==> src/hw/rtl/mlct_pkg.sv <==
// Shared codes, FSM type and control structs for the MSI/LRU tag store.
`default_nettype none
package mlct_pkg;
  localparam int NUM_CPUS_DEF  = 4;
  localparam int NUM_SETS_DEF  = 64;
  localparam int NUM_WAYS_DEF  = 8;
  localparam int ADDR_BITS_DEF = 48;

  localparam int ADDR_W = 48;   // width of the address field
  localparam int VTAG_W = 48;   // width of the victim tag field
  localparam int IDX_W  = 3;    // index_bits register
  localparam int OFF_W  = 4;    // offset_bits register
  localparam int IDXF_W = 7;    // widest set-index field (2**IDX_W - 1 bits)

  localparam logic [2:0] REQ_PRD   = 3'd0;
  localparam logic [2:0] REQ_PWR   = 3'd1;
  localparam logic [2:0] REQ_SRD   = 3'd2;
  localparam logic [2:0] REQ_SRDX  = 3'd3;
  localparam logic [2:0] REQ_SUPGR = 3'd4;

  localparam logic [1:0] MSI_I = 2'd0;
  localparam logic [1:0] MSI_S = 2'd1;
  localparam logic [1:0] MSI_M = 2'd2;

  localparam logic [2:0] BUS_NONE  = 3'd0;
  localparam logic [2:0] BUS_RD    = 3'd1;
  localparam logic [2:0] BUS_RDX   = 3'd2;
  localparam logic [2:0] BUS_UPGR  = 3'd3;
  localparam logic [2:0] BUS_FLUSH = 3'd4;

  localparam logic [3:0] CFG_INDEX_BITS  = 4'd0;
  localparam logic [3:0] CFG_OFFSET_BITS = 4'd1;

  typedef enum logic [1:0] {FSM_CLEAR, FSM_IDLE, FSM_LOOK} fsm_t;

  typedef struct packed {
    logic clear_we;   // write reset metadata at the sweep row
    logic capture;    // take the input transfer, start the row read
    logic update;     // write back the row and load the result
  } ctrl_cmd_t;

  typedef struct packed {
    logic clear_last; // sweep is at the final row
    logic out_free;   // result register can take a new result
  } dp_stat_t;
endpackage
`default_nettype wire

==> src/hw/rtl/mlct_ctrl.sv <==
// Controller FSM: reset sweep, capture, lookup and write-back sequencing.
`default_nettype none
module mlct_ctrl (
  input  wire                  clk,
  input  wire                  rst,
  input  wire                  s_tvalid,
  output logic                 s_tready,
  input  mlct_pkg::dp_stat_t   stat,
  output mlct_pkg::ctrl_cmd_t  cmd
);
  import mlct_pkg::*;

  fsm_t state, state_next;

  always_ff @(posedge clk) begin
    if (rst) begin
      state <= FSM_CLEAR;
    end else begin
      state <= state_next;
    end
  end

  always_comb begin
    state_next   = state;
    cmd          = '0;
    s_tready     = 1'b0;
    case (state)
      FSM_CLEAR: begin
        cmd.clear_we = 1'b1;
        if (stat.clear_last) state_next = FSM_IDLE;
      end
      FSM_IDLE: begin
        s_tready    = 1'b1;
        cmd.capture = s_tvalid;
        if (s_tvalid) state_next = FSM_LOOK;
      end
      FSM_LOOK: begin
        // hold the row until the result register frees up
        cmd.update = stat.out_free;
        if (stat.out_free) state_next = FSM_IDLE;
      end
      default: state_next = FSM_CLEAR;
    endcase
  end
endmodule
`default_nettype wire

==> config.mk <==
export PLATFORM = sky130hd
export DESIGN_NAME = mlct_ctrl
export DESIGN_NICKNAME = d
export VERILOG_FILES = /design/src/hw/rtl/mlct_pkg.sv /design/src/hw/rtl/mlct_ctrl.sv
export SDC_FILE = /design/constraint.sdc
export NUM_CORES = 1
export LEC_CHECK = 0
export BUFFER_PORTS_ARGS = -buffer_cell sky130_fd_sc_hd__buf_2
export CORE_AREA = 3 3 40 42
export DETAILED_ROUTE_END_ITERATION = 6
export DIE_AREA = 0 0 43 45
export MAX_ROUTING_LAYER = met4
export SYNTH_ARGS = -nofsm -noshare
export SYNTH_HDL_FRONTEND = slang
export SYNTH_SLANG_ARGS = --single-unit
==> constraint.sdc <==
create_clock -name clk -period 1.08 [get_ports clk]
set_input_delay 0 -clock clk [delete_from_list [all_inputs] [get_ports clk]]
set_output_delay 0 -clock clk [all_outputs]
set_load 0.02 [all_outputs]
==> flow_metrics.tcl <==
set metrics [dict create \
    post-route-period-util_pct 89.1 \
    num-fill-cells 152 \
    floorplan.rows 13 \
    hold_viol_final 0 \
    largest_reg_flops 2 \
    fin_crit_ns 0.963 \
    drt-vias-per-instance 3.21 \
    netlist_instances 15 \
    gp_congestion 0.690 \
    root_buffer "clkbuf_4" \
    design_area_um2 216 \
    synth_ff_type "dfxtp_1" \
    cp-end-kind "primary output" \
    numPortBuffers 8 \
    layout.nets 34 \
    p_per_area_nw_per_um2 1520 \
    drc 0 \
    drt-total-wl_um 314 \
    p_leak_uw 0.000107 \
    multiInputGateArea_um2 78.8 \
    ant_nets 0 \
    grt_pass1_wl_um 558 \
    ir_worst_vdd_mv 0.172 \
    drtPass1Iterations 2 \
    seqCellArea_um2 42.5 \
    clock_sinks 2 \
    cts_buffers 3 \
    drt_iter0_markers 2 \
    drive_above_1_share_pct 59.3 \
    fmax_mhz 1040 \
    setup_tns_ns 0 \
    dieHeight_um 45 \
    ys_warn_count 0 \
    top_register "state" \
    status "complete, no violations" \
    yosys-top-cells-count "nor2_1, dfxtp_1" \
    dpl.cell_count 38 \
    clk_latency_ns 0.22 \
    synth_top_area_share_pct 32.7 \
    placed_area_um2 181 \
    ys_seq_elements 2 \
    final_core_util_pct 16.8 \
    clk_pin_slew_ns 0.03 \
    crit_path_start_kind "register" \
    instances_no_fill 42 \
    grt_use_total_pct 4.45 \
    async_flop_share_pct 0 \
    worstPathMaxFanout 6 \
    slew_viol_final 0 \
    critPathRequiredTime_ns 1.08 \
    synth_edf_count 0 \
    routed.top_layer "met3" \
    min_path_type "in -> reg" \
    grt_antenna_before_repair 0 \
    reg_top3 "state (2)" \
    grt_setup_unrepaired "no" \
    grt_pass1_vias 164 \
    post_drt_wl_per_cell_um 7.48 \
    max_slew_margin_pct 82.1 \
    synth_cell_types 10 \
    maxCapViolCount 0 \
    synth.yosys.seq_area_share_pct 32.7 \
    yosysMostFrequentCell "nor2_1" \
    num_antenna_cells 0 \
    skew_ns 0.00153 \
    die-area_um2 1940 \
    wl_met2_um 144 \
    syn_avg_cell_area_um2 8.17 \
    cts_tree "yes" \
    path_class "reg -> out" \
    areaGrowthSynthToFinish_pct 76.5 \
    grt_max_degree 7 \
    core-area_um2 1280 \
    setup_viol 0 \
    met3_length_um 36 \
    die_x_um 43 \
    start_util_pct 9.54 \
    yosysTopAreaCell "dfxtp_1" \
    synth_area_um2 123 \
    crit_arrival_ns 0.96 \
    htreeDepth 1 \
    tightest_slew_ns 0.265 \
    whs_ns 0.0653 \
    io_pins 9 \
    synth.area.top_cells "dfxtp_1, nor2_1, nand2b_4" \
    syn-num-nets 20 \
    wl_met1_um 133 \
    clockBufferDepth 2 \
    grt_overflow 0 \
    vias 135 \
]
[final timing paths]
path            start  endpoint  slack [ns]  cells past startpoint
min          s_tvalid  state[1]        0.07                      3
max reg2reg  state[0]  state[1]        0.26                      3
min reg2reg  state[1]  state[0]        0.53                      2
max          state[1]    cmd[0]        0.12                      3
[stage by stage]
step           setup WS (ns)  total power [uW]
2_1_floorplan          0.241               138
3_3_place_gp           0.215               163
3_5_place_dp           0.206               163
4_1_cts               0.0776               340
5_1_grt               0.0367               352
6_report               0.117               328
[kinds of logic (layout without fill, tap and decap cells)]
family / Yosys count / count (layout) / share of synthesized area (%)
AO/OA/AOI/OAI: 4 / 4 / 23.5
flip-flops: 2 / 2 / 32.7
AND/OR/NAND/NOR: 8 / 8 / 40.8
buffers and inverters: 1 / 13 / 3.06
[critical path: stages (launching register included)]
cell and delay [ns]:
dfxtp_2 0.38, inv_1 0.09, nor2_1 0.11, buf_2 0.17
[timing repair]
item	in CTS	in global routing
setup buffers	0	0
setup endpoints to repair	1	1
gates resized for setup	1	1
hold buffers	1	0
endpoints found under the hold margin	1	0
[routing by layer]
metal | vias to the layer above | global-route usage [%]
li1 | 73 | -
met1 | 53 | 4.07
met2 | 9 | 5.69
met3 | 0 | 1.59
met4 | 0 | 7.23
met5 | - | -
[cells in the final DEF (no fill, tap or decap)]
master / instances
dlygate4sd3_1: 1
a21o_1: 1
buf_2: 8
inv_1: 1
a22oi_1: 1
nand2_1: 1
nor2b_4: 1
a21oi_2: 1
dfxtp_2: 2
nor2_1: 5
o21ai_0: 1
clkbuf_4: 3
nand2b_4: 1
[layout make-up]
cell class	instances	share of cell area (%)
Multi-Input combinational cell	12	36.4
Timing Repair Buffer	9	23.1
Sequential cell	2	19.7
Clock buffer	3	10.4
Tap cell	15	8.67
Inverter	1	1.73
[power by group]
group	switching, uW	internal (uW)
Combinational	37.9	36.4
Clock	40.0	122
Sequential	9.53	81.9
Note: power is estimated with default switching activity, not from simulation.
